### src/rtl/dac_ram.sv
module dac_ram #(
  parameter int WIDTH = 32,
  parameter int DEPTH = 100
) (
  input  logic                     clk,
  input  logic                     we,
  input  logic [$clog2(DEPTH)-1:0] waddr,
  input  logic [WIDTH-1:0]         wdata,
  input  logic [$clog2(DEPTH)-1:0] raddr,
  output logic [WIDTH-1:0]         rdata
);

  logic [WIDTH-1:0] mem [DEPTH];

  always_ff @(posedge clk) begin
    if (we) begin
      mem[waddr] <= wdata;
    end
    rdata <= mem[raddr];
  end

endmodule

### config.mk
export PLATFORM = sky130hd
export DESIGN_NAME = dac_ram
export DESIGN_NICKNAME = d
export VERILOG_FILES = /design/src/rtl/dac_ram.sv
export SDC_FILE = /design/constraint.sdc
export NUM_CORES = 2
export LEC_CHECK = 0
export BUFFER_PORTS_ARGS = -buffer_cell sky130_fd_sc_hd__buf_2
export CAP_MARGIN = 20
export CELL_PAD_IN_SITES_DETAIL_PLACEMENT = 0
export CELL_PAD_IN_SITES_GLOBAL_PLACEMENT = 2
export CORE_MARGIN = 2
export CORE_UTILIZATION = 40
export CTS_BUF_LIST = sky130_fd_sc_hd__clkbuf_4
export DETAILED_ROUTE_END_ITERATION = 12
export HOLD_SLACK_MARGIN = 0.06
export PLACE_DENSITY_LB_ADDON = 0.1
export REMOVE_ABC_BUFFERS = 1
export SLEW_MARGIN = 20
export SYNTH_ARGS = -nofsm -noshare
export SYNTH_HDL_FRONTEND = slang
export SYNTH_SLANG_ARGS = --single-unit
export TNS_END_PERCENT = 50
### constraint.sdc
create_clock -name clk -period 4.7 [get_ports clk]
set_input_delay 0.94 -clock clk [delete_from_list [all_inputs] [get_ports clk]]
set_output_delay 0.94 -clock clk [all_outputs]
set_load 0.1 [all_outputs]
==> run_results.csv <==
group,metric,value,unit
run_status,status,"finished clean",
synth,ys.flop_type,"edfxtp_1",
global_routing,grt_pass1_vias,66200,
clock_tree,clock-sinks,3232,
die,die_height,558,µm
pwr,powerDensity,420,mW/mm²
routing,routed.top_layer,"met5",
timing,hold_viol,0,
die,rows,203,
routing,dr_wl_met2,190,mm
routing,wl,395,mm
critical_path,critical_path.endpoint_type,"primary output",
routing,drt-met1-wl,168,mm
pwr,leakagePower,46.1,nW
timing,maxSlewHeadroom,0.214,
global_routing,grt_overflow,0,
place,gp_congestion,0.891,
pwr,power_frac_clock,0.408,
timing,rsz0062_at_grt,"false",
timing,tightestPinTransition,1180,ps
pwr,p_switching,14.5,mW
clock_tree,cts-root-buf,"clkbuf_4",
critical_path,crit_path_top_delay_cell,"dfxtp_1",
critical_path,critPathKind,"reg2out",
min_path,min_path_type,"in2reg",
run,drv_cap,0,
critical_path,required,3760,ps
synth,syn_avg_cell_area,22.3,µm²
critical_path,crit_fanout,9,
synth,synth-edff-count,3200,
finish,drive_above_1_share,0.374,
timing,maxSlewViolCount,0,
pwr,comb_power_share,0.060,
routing,drt_iter0_markers,6839,
routing,firstDrtPassIters,5,
synth,netlist_area,0.123,mm²
timing,fin_skew,147,ps
pwr,irDropWorstVdd,0.000231,V
critical_path,start_kind,"flop",
global_routing,grt_pass1_wl,540,mm
clock_tree,clkTransAtPathRegs,70,ps
synth,synthCells,5502,
critical_path,arrival,2940,ps
critical_path,cp.buffers_inverters,1,
synth,synthArstFlopShare,0,
synth,netlist_top_cells_area,"edfxtp_1 (78%), mux4_2 (13%), mux2i_1 (2.0%), a22oi_1 (1.2%), dfxtp_1 (0.52%)",
die,num_io_pins,80,
critical_path,crit_family,"flip-flops",
timing,whs,263,ps
synth,ys_types,57,
timing,worst_slack,819,ps
die,dieArea,0.312,mm²
pwr,switching_share,0.242,
finish,final_net_count,6635,
clock_tree,clockBufferDepth,4,
global_routing,grt_max_degree,101,
synth,ys_seq_elements,3232,
die,core-area,0.306,mm²
critical_path,cp_cell_sequence,"buf_2",
global_routing,antenna_found_initial,38,
routing,via_count,64700,
global_routing,track_usage,0.253,
critical_path,cpPeakStageDelay,820,ps
finish,area_growth,16.4,%
place,hpwl,234,mm
pwr,internal-power,45.6,mW
synth,yosysTopAreaCell,"edfxtp_1",
synth,ys_warn_count,0,
synth,yosysTopAreaCellShare,0.782,
timing,period_share,0.826,
place,post-place-ws,54.5,ps
die,start_util,0.402,
timing,setup_violations,0,
routing,dr_wl_met3,27.8,mm
place,port_buffers,79,
synth,yosysSeqAreaShare,0.787,
clock_tree,cts_tree,"done",
timing,max_freq,0.258,GHz
clock_tree,insertion_delay,1640,ps
routing,drc_errors,0,
clock_tree,htreeDepth,6,
routing,vias_per_cell,5.69,
clock_tree,cts_made_buffers,841,
clock_tree,cts_hold_buf,40,
pwr,seqPwrFrac,0.531,
timing,period_minus_slack,3880,ps
routing,wire_per_inst,34.8,µm
die,die_x,558,µm
clock_tree,cts-resized-gates,0,
clock_tree,postCtsSetupBuffers,0,
routing,postRouteAntennaNets,0,
==> layout make-up <==
cell class                 instances  area, µm²
fill                           26200     163000
clock buffer                    1264       9490
antenna                           26       65.1
sequential                      3232      96700
tap                             4100       5130
timing repair buffer             545       4840
multi-input combinational       1962      25300
clock inverter                   233       1440
inverter                           5       21.3
==> cell families after synthesis <==
logic type | Yosys count | share of synthesized area
AOI/OAI and AO/OA | 489 | 0.0278
DFF | 3232 | 0.787
and+or+nand+nor | 496 | 0.0181
muxes | 977 | 0.153
buffers and inverters | 308 | 0.0139
==> path summary, 6_finish.rpt <==
path                from     endpoint  slack [ps]  cells past startpoint
max            rdata[26]    rdata[26]         820                      1
min             waddr[1]  mem[56][23]         260                      3
max reg2reg  mem[50][15]    rdata[15]        1790                      7
min reg2reg   mem[98][2]     rdata[2]         750                      3
==> sequential cells by signal, summed over array words and instances, names as in the netlist <==
register and count:
mem 3200, rdata 32
==> power groups by stage <==
| stage | clock [mW] | sequential (mW) | combinational [mW] |
|---|---|---|---|
| after CTS | 25.2 | 31.9 | 3.68 |
| after detailed placement | 0 | 32.6 | 3.64 |
| final | 24.5 | 31.9 | 3.62 |
| after global routing | 26.7 | 31.9 | 3.80 |
| after floorplan | 0 | 32.7 | 1.10 |
| after global placement | 0 | 32.6 | 3.62 |
==> synth_stat cells (2+ instances only) <==
library cell / n
edfxtp_1: 3200
mux4_2: 723
mux2i_1: 249
a22oi_1: 195
nor2_1: 156
nand2_1: 139
clkbuf_1: 119
buf_2: 96
o21ai_0: 88
nand3_1: 84
buf_4: 44
a221oi_1: 43
dfxtp_1: 32
a21oi_1: 30
nand4_1: 30
buf_6: 28
nor3_1: 28
nor2b_1: 27
o22ai_1: 25
a31oi_1: 21
o21ai_1: 16
buf_1: 12
nand2b_1: 12
o2111ai_1: 12
o221ai_1: 8
a2111oi_0: 7
and2_1: 7
o211ai_1: 7
a22o_1: 5
a41oi_1: 5
mux2_2: 5
a211oi_1: 4
o32ai_1: 4
or2_2: 4
a211o_1: 3
a311oi_1: 3
inv_1: 3
nor4_1: 3
a32oi_1: 2
and3_1: 2
buf_12: 2
buf_8: 2
o22a_1: 2
or3b_2: 2
==> routing by layer <==
metal,vias to the layer above,global-route usage
li1,26300,-
met1,35300,0.356
met2,2677,0.404
met3,532,0.0465
met4,4,0.0755
met5,-,0
==> worst register-to-register path: stages (launching register included) <==
cell and delay (ps):
edfxtp_1 380, mux4_2 460, a22oi_1 450, nand4_1 570
buf_4 350, a221oi_1 290, buf_4 150, o21ai_1 70
==> placed cells by master, fill, tap and decap left out, types with 22 or more instances in the layout <==
cell | Yosys | final
o21ai_1 | 16 | 28
a22oi_1 | 195 | 195
nand3_1 | 84 | 82
o21ai_0 | 88 | 76
nor2_4 | 0 | 98
clkbuf_4 | 0 | 1264
nor2b_1 | 27 | 22
dlygate4sd3_1 | 0 | 40
mux4_2 | 723 | 723
buf_4 | 44 | 401
nor3_1 | 28 | 23
diode_2 | 0 | 26
nor2_1 | 156 | 56
o22ai_1 | 25 | 25
nand2_1 | 139 | 139
clkinv_1 | 1 | 152
edfxtp_1 | 3200 | 3200
buf_12 | 2 | 57
mux2i_1 | 249 | 249
a21oi_1 | 30 | 30
dfxtp_1 | 32 | 32
buf_2 | 96 | 42
nand4_1 | 30 | 30
a221oi_1 | 43 | 41
==> through the flow <==
stage               cells  utilization  cell area (µm²)  power (mW)  TNS, ps
floorplan            5199            -           121000        33.9        0
finish              11400        0.468           143000        60.1        0
detailed placement   9803        0.430           132000        36.2        0
global placement     9801        0.430           132000        36.2    -12.3
CTS                 11300        0.467           143000        60.9        0
global route        11400        0.468           143000        62.4        0
No activity file was read; power rests on OpenSTA's default activity.
