--- config.mk ---
export PLATFORM = sky130hd
export DESIGN_NAME = dac_decode
export DESIGN_NICKNAME = d
export VERILOG_FILES = /design/src/rtl/dac_pkg.sv /design/src/rtl/dac_decode.sv
export SDC_FILE = /design/constraint.sdc
export NUM_CORES = 1
export LEC_CHECK = 0
export ABC_AREA = 1
export BUFFER_PORTS_ARGS = -buffer_cell sky130_fd_sc_hd__buf_4
export CORE_UTILIZATION = 43
export DETAILED_ROUTE_END_ITERATION = 12
export PLACE_DENSITY = 0.95
export SYNTH_ARGS = -nofsm -noshare
export SYNTH_HDL_FRONTEND = slang
export SYNTH_SLANG_ARGS = --single-unit
--- constraint.sdc ---
create_clock -name vclk -period 2.6
set_input_delay 0.65 -clock vclk [all_inputs]
set_output_delay 0.65 -clock vclk [all_outputs]
set_load 0.005 [all_outputs]
--- src/rtl/dac_pkg.sv ---
package dac_pkg;

  localparam int MEM_WORDS_DEF = 100;
  localparam int WORD_BITS_DEF = 32;

  localparam int FUNC_BITS   = 1;
  localparam int LADDR_BITS  = 7;
  localparam int VALUE_BITS  = 32;
  localparam int INBOX_BITS  = 10;
  localparam int STATUS_BITS = 3;
  localparam int PC_BITS     = 7;
  localparam int ADDR_BITS   = 7;

  localparam logic [FUNC_BITS-1:0] FUNC_LOAD = 1'b0;
  localparam logic [FUNC_BITS-1:0] FUNC_STEP = 1'b1;

  localparam logic [INBOX_BITS-1:0] INBOX_MAX = 10'd999;

  localparam int unsigned DIV25_MUL      = 32'd1374389535;
  localparam int          DIV25_MUL_BITS = 31;
  localparam int          DIV25_SHIFT    = 35;

  typedef enum logic [STATUS_BITS-1:0] {
    ST_LOADED   = 3'd0,
    ST_EXECUTED = 3'd1,
    ST_OUTPUT   = 3'd2,
    ST_HALTED   = 3'd3,
    ST_FAULTED  = 3'd4
  } status_t;

  typedef enum logic [3:0] {
    OP_HALT,
    OP_FAULT,
    OP_ADD,
    OP_SUB,
    OP_STORE,
    OP_LOAD,
    OP_JMP,
    OP_BRZ,
    OP_BRNZ,
    OP_IN,
    OP_OUT
  } op_t;

  typedef struct packed {
    op_t                  op;
    logic [ADDR_BITS-1:0] addr;
  } dec_t;

endpackage

--- src/rtl/dac_decode.sv ---
module dac_decode #(
  parameter int MEM_WORDS = dac_pkg::MEM_WORDS_DEF,
  parameter int WORD_BITS = dac_pkg::WORD_BITS_DEF
) (
  input  logic [WORD_BITS-1:0]          word,
  input  logic [dac_pkg::ADDR_BITS-1:0] rem,
  output dac_pkg::dec_t                 dec
);
  import dac_pkg::*;

  localparam int NQ = 99 / MEM_WORDS + 1;

  logic [ADDR_BITS-1:0] addr;

  // The remainder is below 100, so only a few multiples of the depth are candidates.
  always_comb begin
    addr = rem;
    for (int k = 0; k < NQ; k++) begin
      if ({1'b0, rem} >= 8'(k * MEM_WORDS) && {1'b0, rem} < 8'((k + 1) * MEM_WORDS)) begin
        addr = rem - ADDR_BITS'(k * MEM_WORDS);
      end
    end
  end

  always_comb begin
    dec.addr = addr;
    if (word[WORD_BITS-1]) begin
      dec.op = OP_FAULT;
    end else if (word >= WORD_BITS'(900)) begin
      if (rem == ADDR_BITS'(1)) begin
        dec.op = OP_IN;
      end else if (rem == ADDR_BITS'(2)) begin
        dec.op = OP_OUT;
      end else begin
        dec.op = OP_FAULT;
      end
    end else if (word >= WORD_BITS'(800)) begin
      dec.op = OP_BRNZ;
    end else if (word >= WORD_BITS'(700)) begin
      dec.op = OP_BRZ;
    end else if (word >= WORD_BITS'(600)) begin
      dec.op = OP_JMP;
    end else if (word >= WORD_BITS'(500)) begin
      dec.op = OP_LOAD;
    end else if (word >= WORD_BITS'(400)) begin
      dec.op = OP_FAULT;
    end else if (word >= WORD_BITS'(300)) begin
      dec.op = OP_STORE;
    end else if (word >= WORD_BITS'(200)) begin
      dec.op = OP_SUB;
    end else if (word >= WORD_BITS'(100)) begin
      dec.op = OP_ADD;
    end else if (word == '0) begin
      dec.op = OP_HALT;
    end else begin
      dec.op = OP_FAULT;
    end
  end

endmodule
==> results.toml, run 1 <==
[run_status]
status = "completed"

[sta]
setup_viol = 0
clock.fmax_mhz = 385
hold_violations = 0
drv_slew = 0
max_slew_margin_pct = 81.8
worst_pin_slew_ns = 0.271
fin_crit_ns = 2.60
fin_ws_ns = 0.000819
min_period_over_period_pct = 100

[place]
place_inst = 171
place_congestion = 0.867
dp_worst_setup_slack_ns = 0.113
io_buffer_count = 50
dp_hpwl_um = 1570

[yosys]
syn_area_um2 = 567
syn_nets = 153
syn_inst = 114
synth_cell_type_count = 19
yosys_warnings = 0
avgSynthCellArea_um2 = 4.97
yosysSeqAreaShare_pct = 0

[cells_and_area]
fin_nets = 200
fin_util_pct = 85.3
nClkBuffers = 0
final_common_cell = "buf_4"
syn_to_final_growth_pct = 76.2
num_antenna_cells = 0
layout_common_cells = "buf_4 (52), nand2_1 (27), nor2_1 (15)"
seq_cells = 0
regArea_um2 = 0
drive_gt1_share_pct = 51.6
layoutNonFillerInstCount = 173

[die]
dieHeight_um = 38.3
die_x_um = 38.3
core_area_um2 = 1170
rows = 12
die_area_um2 = 1470
io_pins = 50
initial_core_util_pct = 48.4

[grt]
grt_pass1_wl_um = 2740
grt_max_degree = 7
antenna_found_initial = 0
track_usage_pct = 25.7
grt_pass1_vias = 719
overflow = 0

[detailed_routing]
drc = 0
drtIter0Drc = 42
wire_per_inst_um = 12.9
firstDrtPassIters = 5
ant_nets = 0
viasPerCell = 5.69
num_vias = 984
routed_wl_um = 2240

[pwr]
cellLeakagePower_nw = 0.511
ir_worst_vdd_uv = 80.2
power_density_nw_per_um2 = 111

[run]
cap_violations = 0

[setup_path]
arrival_ns = 1.95
crit_type = "in -> out"
startpoint_type = "input pin"
crit_path_end_kind = "primary output"
cp.required_ns = 1.95
crit_fanout = 3

[worst_hold_path]
worstHoldPathType = "in -> out"

[clock_network]
cts-hold-fix-buffers = 0
[layer usage]
layer / GRT usage [%] / share of wire (%) / vias to the layer above
li1: - / - / 452
met1: 31.6 / 35 / 452
met3: 0 / 8.3 / 6
met4: 5.36 / 2.5 / 0
met2: 49.2 / 54 / 74
met5: 0 / 0 / -
[worst paths after layout]
kind,start,endpoint,slack [ns],cells past startpoint
max,word[27],dec[7],0.0008,14
min,rem[2],dec[2],1.48,2
[metrics by stage]
stage / TNS (ns) / power, mW / hold slack (ns) / cell area [µm²]
2_1_floorplan: 0 / 0.0380 / 1.34 / 567
3_3_place_gp: 0 / 0.0947 / 1.48 / 907
3_5_place_dp: 0 / 0.0968 / 1.48 / 907
4_1_cts: 0 / 0.0971 / 1.48 / 907
5_1_grt: -0.206 / 0.118 / 1.48 / 998
6_report: 0 / 0.111 / 1.48 / 998
[report_power, final]
part	internal, mW	switching [mW]	leakage [nW]
Sequential	0	0	0
Combinational	0.0587	0.0525	0.511
Clock	0	0	0
[cell usage after synthesis (all sizes together)]
library cell,number,area (µm²)
nand2,33,131
nor2,33,171
inv,14,52.6
buf,7,52.6
nand3,7,40.0
a21oi,5,28.8
nor3,4,20.0
o21ai,4,20.0
a31oi,3,18.8
nand4,3,25.0
nor4,1,6.26
[final cells by class]
cell class	instances	area (µm²)
timing repair buffer	52	390
fill	65	173
multi-input combinational	93	538
tap	14	17.5
inverter	14	52.6
[worst max-delay path, stage by stage]
cell     delay (ns)
buf_4          0.12
nor2_4         0.11
nand2_2        0.08
nor2_4         0.14
nand2_4        0.08
nor3_1         0.19
nand2_1        0.10
nand2_1        0.08
nand2_1        0.07
nand2_1        0.06
nand2_1        0.04
nand2_1        0.05
nand2_1        0.05
buf_4          0.12
[repair_timing]
item                       in CTS  in global routing
setup endpoints to repair       0                  3
setup buffers                   0                  2
resized for setup               0                 21
[logic make-up (layout without fill, tap and decap cells)]
family | Yosys count | in the layout | synth area share [%]
and+or+nand+nor | 81 | 81 | 69.5
buffers and inverters | 21 | 66 | 18.5
AOI/OAI and AO/OA | 12 | 12 | 11.9
Power figures use the tool's default switching activity.
==> run 2, diff against run 1 <==
Settings changed: CELL_PAD_IN_SITES_DETAIL_PLACEMENT set to 1, CELL_PAD_IN_SITES_GLOBAL_PLACEMENT set to 2, CORE_ASPECT_RATIO set to 0.8, CORE_UTILIZATION 43 to 17.
==> run 2 against run 1 <==
Die area is 140% higher; worst hold slack better by 0.0016 ns; flip-flop and latch count stayed put; maximum frequency is 1.6% higher; combinational power is 5% higher; power is 3.9% higher; wire length is 6.2% lower; cell count is 15% higher; critical path depth is 3 lower; largest cell class unchanged; cell area is 7.8% higher; non-clock buffer count stayed put.
==> results.toml, run 2 (synthesis gave the netlist of run 1 again) <==
[die]
initial_core_util_pct = 18.1
die_area_um2 = 3570
dieHeight_um = 53.6
core_area_um2 = 3130
io_pins = 50
die_x_um = 66.6
rows = 18

[detailed_routing]
ant_nets = 0
wire_per_inst_um = 10.6
num_vias = 859
routed_wl_um = 2100
drc = 0
drtIter0Drc = 26
firstDrtPassIters = 3
viasPerCell = 4.32

[run_status]
status = "completed"

[cells_and_area]
syn_to_final_growth_pct = 89.8
layout_common_cells = "buf_4 (46), nand2_1 (27), inv_1 (13), nor2_1 (13), nor2_4 (11)"
seq_cells = 0
design_area_um2 = 1080
drive_gt1_share_pct = 53.5
fin_util_pct = 34.4
regArea_um2 = 0
num_antenna_cells = 0
nClkBuffers = 0
final_common_cell = "buf_4"
fin_nets = 200

[grt]
antenna_found_initial = 0
grt_pass1_wl_um = 3510
track_usage_pct = 12.1
overflow = 0
grt_max_degree = 7
grt_pass1_vias = 882

[pwr]
switching_power_mw = 0.0528
finalPower_mw = 0.116
clockPowerShare_pct = 0
p_int_mw = 0.0628
power_density_nw_per_um2 = 107
cellLeakagePower_nw = 0.520
ir_worst_vdd_uv = 41.6
swShare_pct = 45.7
comb_power_share_pct = 100.0
seqPwrFrac_pct = 0

[setup_path]
crit_type = "in -> out"
crit_fanout = 3
arrival_ns = 1.91
crit_path_end_kind = "primary output"
startpoint_type = "input pin"
cp.required_ns = 1.95

[sta]
setup_viol = 0
grt_setup_unrepaired = "true"
max_slew_margin_pct = 82.8
fin_ws_ns = 0.0413
worst_pin_slew_ns = 0.255
hold_violations = 0
setup_tns_ns = 0
drv_slew = 0
min_period_over_period_pct = 98.4
clock.fmax_mhz = 391
fin_crit_ns = 2.56

[run]
cap_violations = 0

[place]
dp_hpwl_um = 1870
io_buffer_count = 50
place_congestion = 0.764
placed_area_um2 = 940
dp_worst_setup_slack_ns = 0.0687

[worst_hold_path]
worstHoldPathType = "in -> out"
whs_path_depth = 2

[clock_network]
cts-hold-fix-buffers = 0
## run 2: area by class of cell
class	count	area (µm²)
Timing Repair Buffer	52	413
Tap cell	40	50.0
Multi-Input combinational cell	93	561
Fill cell	416	2050
Inverter	14	52.6
## run 2: final timing paths
kind                  startpoint       to  slack, ns
worst min-delay path      rem[2]   dec[2]       1.48
worst max-delay path    word[29]  dec[10]       0.04
## run 2: metrics by stage
step | hold WS, ns | cells
floorplan | 1.34 | 114
global route | 1.48 | 199
detailed placement | 1.48 | 197
finish | 1.48 | 199
global placement | 1.48 | 197
CTS | 1.48 | 197
## run 2: per-layer routing
layer / global-route usage (%) / wire length (µm) / up-vias
met5: 0 / 0 / -
met4: 0 / 0 / 0
li1: - / - / 447
met1: 15.3 / 935 / 391
met3: 0.212 / 91 / 0
met2: 24.2 / 1070 / 21
## run 2: critical path: stages
cell	delay (ns)
buf_4	0.11
nor2_2	0.11
nand2_2	0.07
nor2_4	0.13
nand2_4	0.08
nor2_4	0.15
o21ai_2	0.08
nand2_1	0.09
a31oi_1	0.05
nor3_1	0.23
buf_4	0.15
## run 2: timing repair
item / in CTS / in global routing
gates resized for setup: 0 / 31
endpoints found under the setup margin: 0 / 4
setup buffers: 0 / 2
## run 2: power by group through the flow
stage / Clock, mW / Sequential [mW] / Combinational [mW]
2_1_floorplan: 0 / 0 / 0.0380
3_3_place_gp: 0 / 0 / 0.0969
3_5_place_dp: 0 / 0 / 0.0996
4_1_cts: 0 / 0 / 0.0999
5_1_grt: 0 / 0 / 0.127
6_report: 0 / 0 / 0.116
==> run 3, diff against run 2 <==
Settings changed: CORE_UTILIZATION 17 to 16, PLACE_DENSITY 0.95 to 0.94, TNS_END_PERCENT set to 5.
Clock period 2.6 ns to 2.7 ns, I/O delays scaled along.
==> run 3 against run 2 <==
Wire length shrank 8.0%; setup slack gained 0.11 ns; cell area shrank 11%; critical endpoint is now dec[8]; critical path type unchanged; global-route usage shrank 1.9 points; power shrank 16%; critical path depth is the same; via count shrank 1.4%; combinational power shrank 17%; sequential share of layout area is the same.
==> results.toml, run 3 (synthesis gave the netlist of run 1 again) <==
[setup_path]
startpoint_type = "input pin"
cp_cell_sequence = "buf_4 -> nor2_2 -> nand3_2 -> buf_4 -> nor2_4 -> nand2_2 -> a21oi_2 -> nand2_1 -> a21oi_1 -> nor2_1 -> buf_4"
cp.depth = 11
crit_type = "in -> out"
cpPeakStageDelay_ns = 0.15
cp.required_ns = 2.03
slowest_stage = "nor2_2"
arrival_ns = 1.88
cp_num_buf_inv = 3
crit_path_end_kind = "primary output"
startpoint = "word[14]"
crit_fanout = 3
cp_top_family = "simple AND/OR/NAND/NOR gates"
crit_path_end = "dec[8]"
critPathMostFrequentCell = "buf_4"

[sta]
setup_viol = 0
fin_crit_ns = 2.55
min_period_over_period_pct = 94.6
fin_ws_ns = 0.147
drv_slew = 0
max_slew_margin_pct = 83.8
clock.fmax_mhz = 392
worst_pin_slew_ns = 0.241
hold_violations = 0

[grt]
antenna_found_initial = 0
grt_pass1_wl_um = 3230
overflow = 0
track_usage_pct = 10.2
grt_max_degree = 7
grt_pass1_vias = 840

[cells_and_area]
fillers = 444
drive_gt1_share_pct = 44.3
layout_common_cells = "buf_4 (51), nand2_1 (30), nor2_1 (22)"
final_common_cell = "buf_4"
seq_cells = 0
syn_to_final_growth_pct = 69.8
num_antenna_cells = 0
nClkBuffers = 0
fin_nets = 199
multi_input_area_um2 = 477
regArea_um2 = 0
fin_util_pct = 29.9

[clock_network]
cts-hold-fix-buffers = 0

[worst_hold_path]
worstHoldPathType = "in -> out"

[place]
dp_worst_setup_slack_ns = 0.115
place_congestion = 0.791
io_buffer_count = 50
dp_hpwl_um = 1810

[detailed_routing]
num_vias = 847
routed_wl_um = 1930
drtIter0Drc = 5
wire_per_inst_um = 9.76
drc = 0
firstDrtPassIters = 4
viasPerCell = 4.28
ant_nets = 0

[die]
die_x_um = 68.5
io_pins = 50
rows = 18
die_area_um2 = 3790
initial_core_util_pct = 17.6
core_area_um2 = 3220
dieHeight_um = 55.2

[pwr]
ir_worst_vdd_uv = 35.8
cellLeakagePower_nw = 0.476
finalPower_mw = 0.0967
power_density_nw_per_um2 = 101

[run_status]
status = "completed"

[run]
cap_violations = 0
run 3: cell count changes in the layout (fill, tap and decap cells not counted), moves of 3 or more:
cell and delta:
buf_4 +5, nand2_1 +3, buf_6 -6, nor2_2 -4, nor2_4 -5, nor2_1 +9
run 3: per-stage QoR:
stage / std cells / hold slack [ns] / cell area, µm² / setup TNS [ns]
after floorplan: 114 / 1.39 / 567 / 0
after global placement: 197 / 1.53 / 940 / 0
after detailed placement: 197 / 1.53 / 940 / 0
after CTS: 197 / 1.53 / 940 / 0
after global routing: 198 / 1.53 / 962 / -0.0135
final: 198 / 1.53 / 962 / 0
run 3: final cells by class:
class | count | area share (%)
tap | 40 | 5.20
multi-input combinational | 93 | 49.5
timing repair buffer | 51 | 39.8
inverter | 14 | 5.46
run 3: worst min path at each step:
stage               startpoint       to  cells after the start  slack (ns)
global placement        rem[3]   dec[3]                      2        1.53
finish                  rem[2]   dec[2]                      2        1.53
floorplan             word[31]  dec[10]                      1        1.39
CTS                     rem[2]   dec[2]                      2        1.53
detailed placement      rem[2]   dec[2]                      2        1.53
global route            rem[2]   dec[2]                      2        1.53
run 3: report_power, final:
group | switching [mW] | internal, mW | leakage [nW]
registers | 0 | 0 | 0
clock network | 0 | 0 | 0
logic | 0.0427 | 0.0541 | 0.476
run 3: routing by layer:
| metal | wire (µm) | GRT usage [%] |
|---|---|---|
| met5 | 0 | 0 |
| met4 | 0 | 0.595 |
| met3 | 99 | 0.207 |
| met2 | 965 | 19.2 |
| met1 | 866 | 13.1 |
run 3: what timing repair did:
action | in CTS | in global routing
endpoints found under the setup margin | 0 | 1
gates resized for setup | 0 | 3
setup buffers | 0 | 1
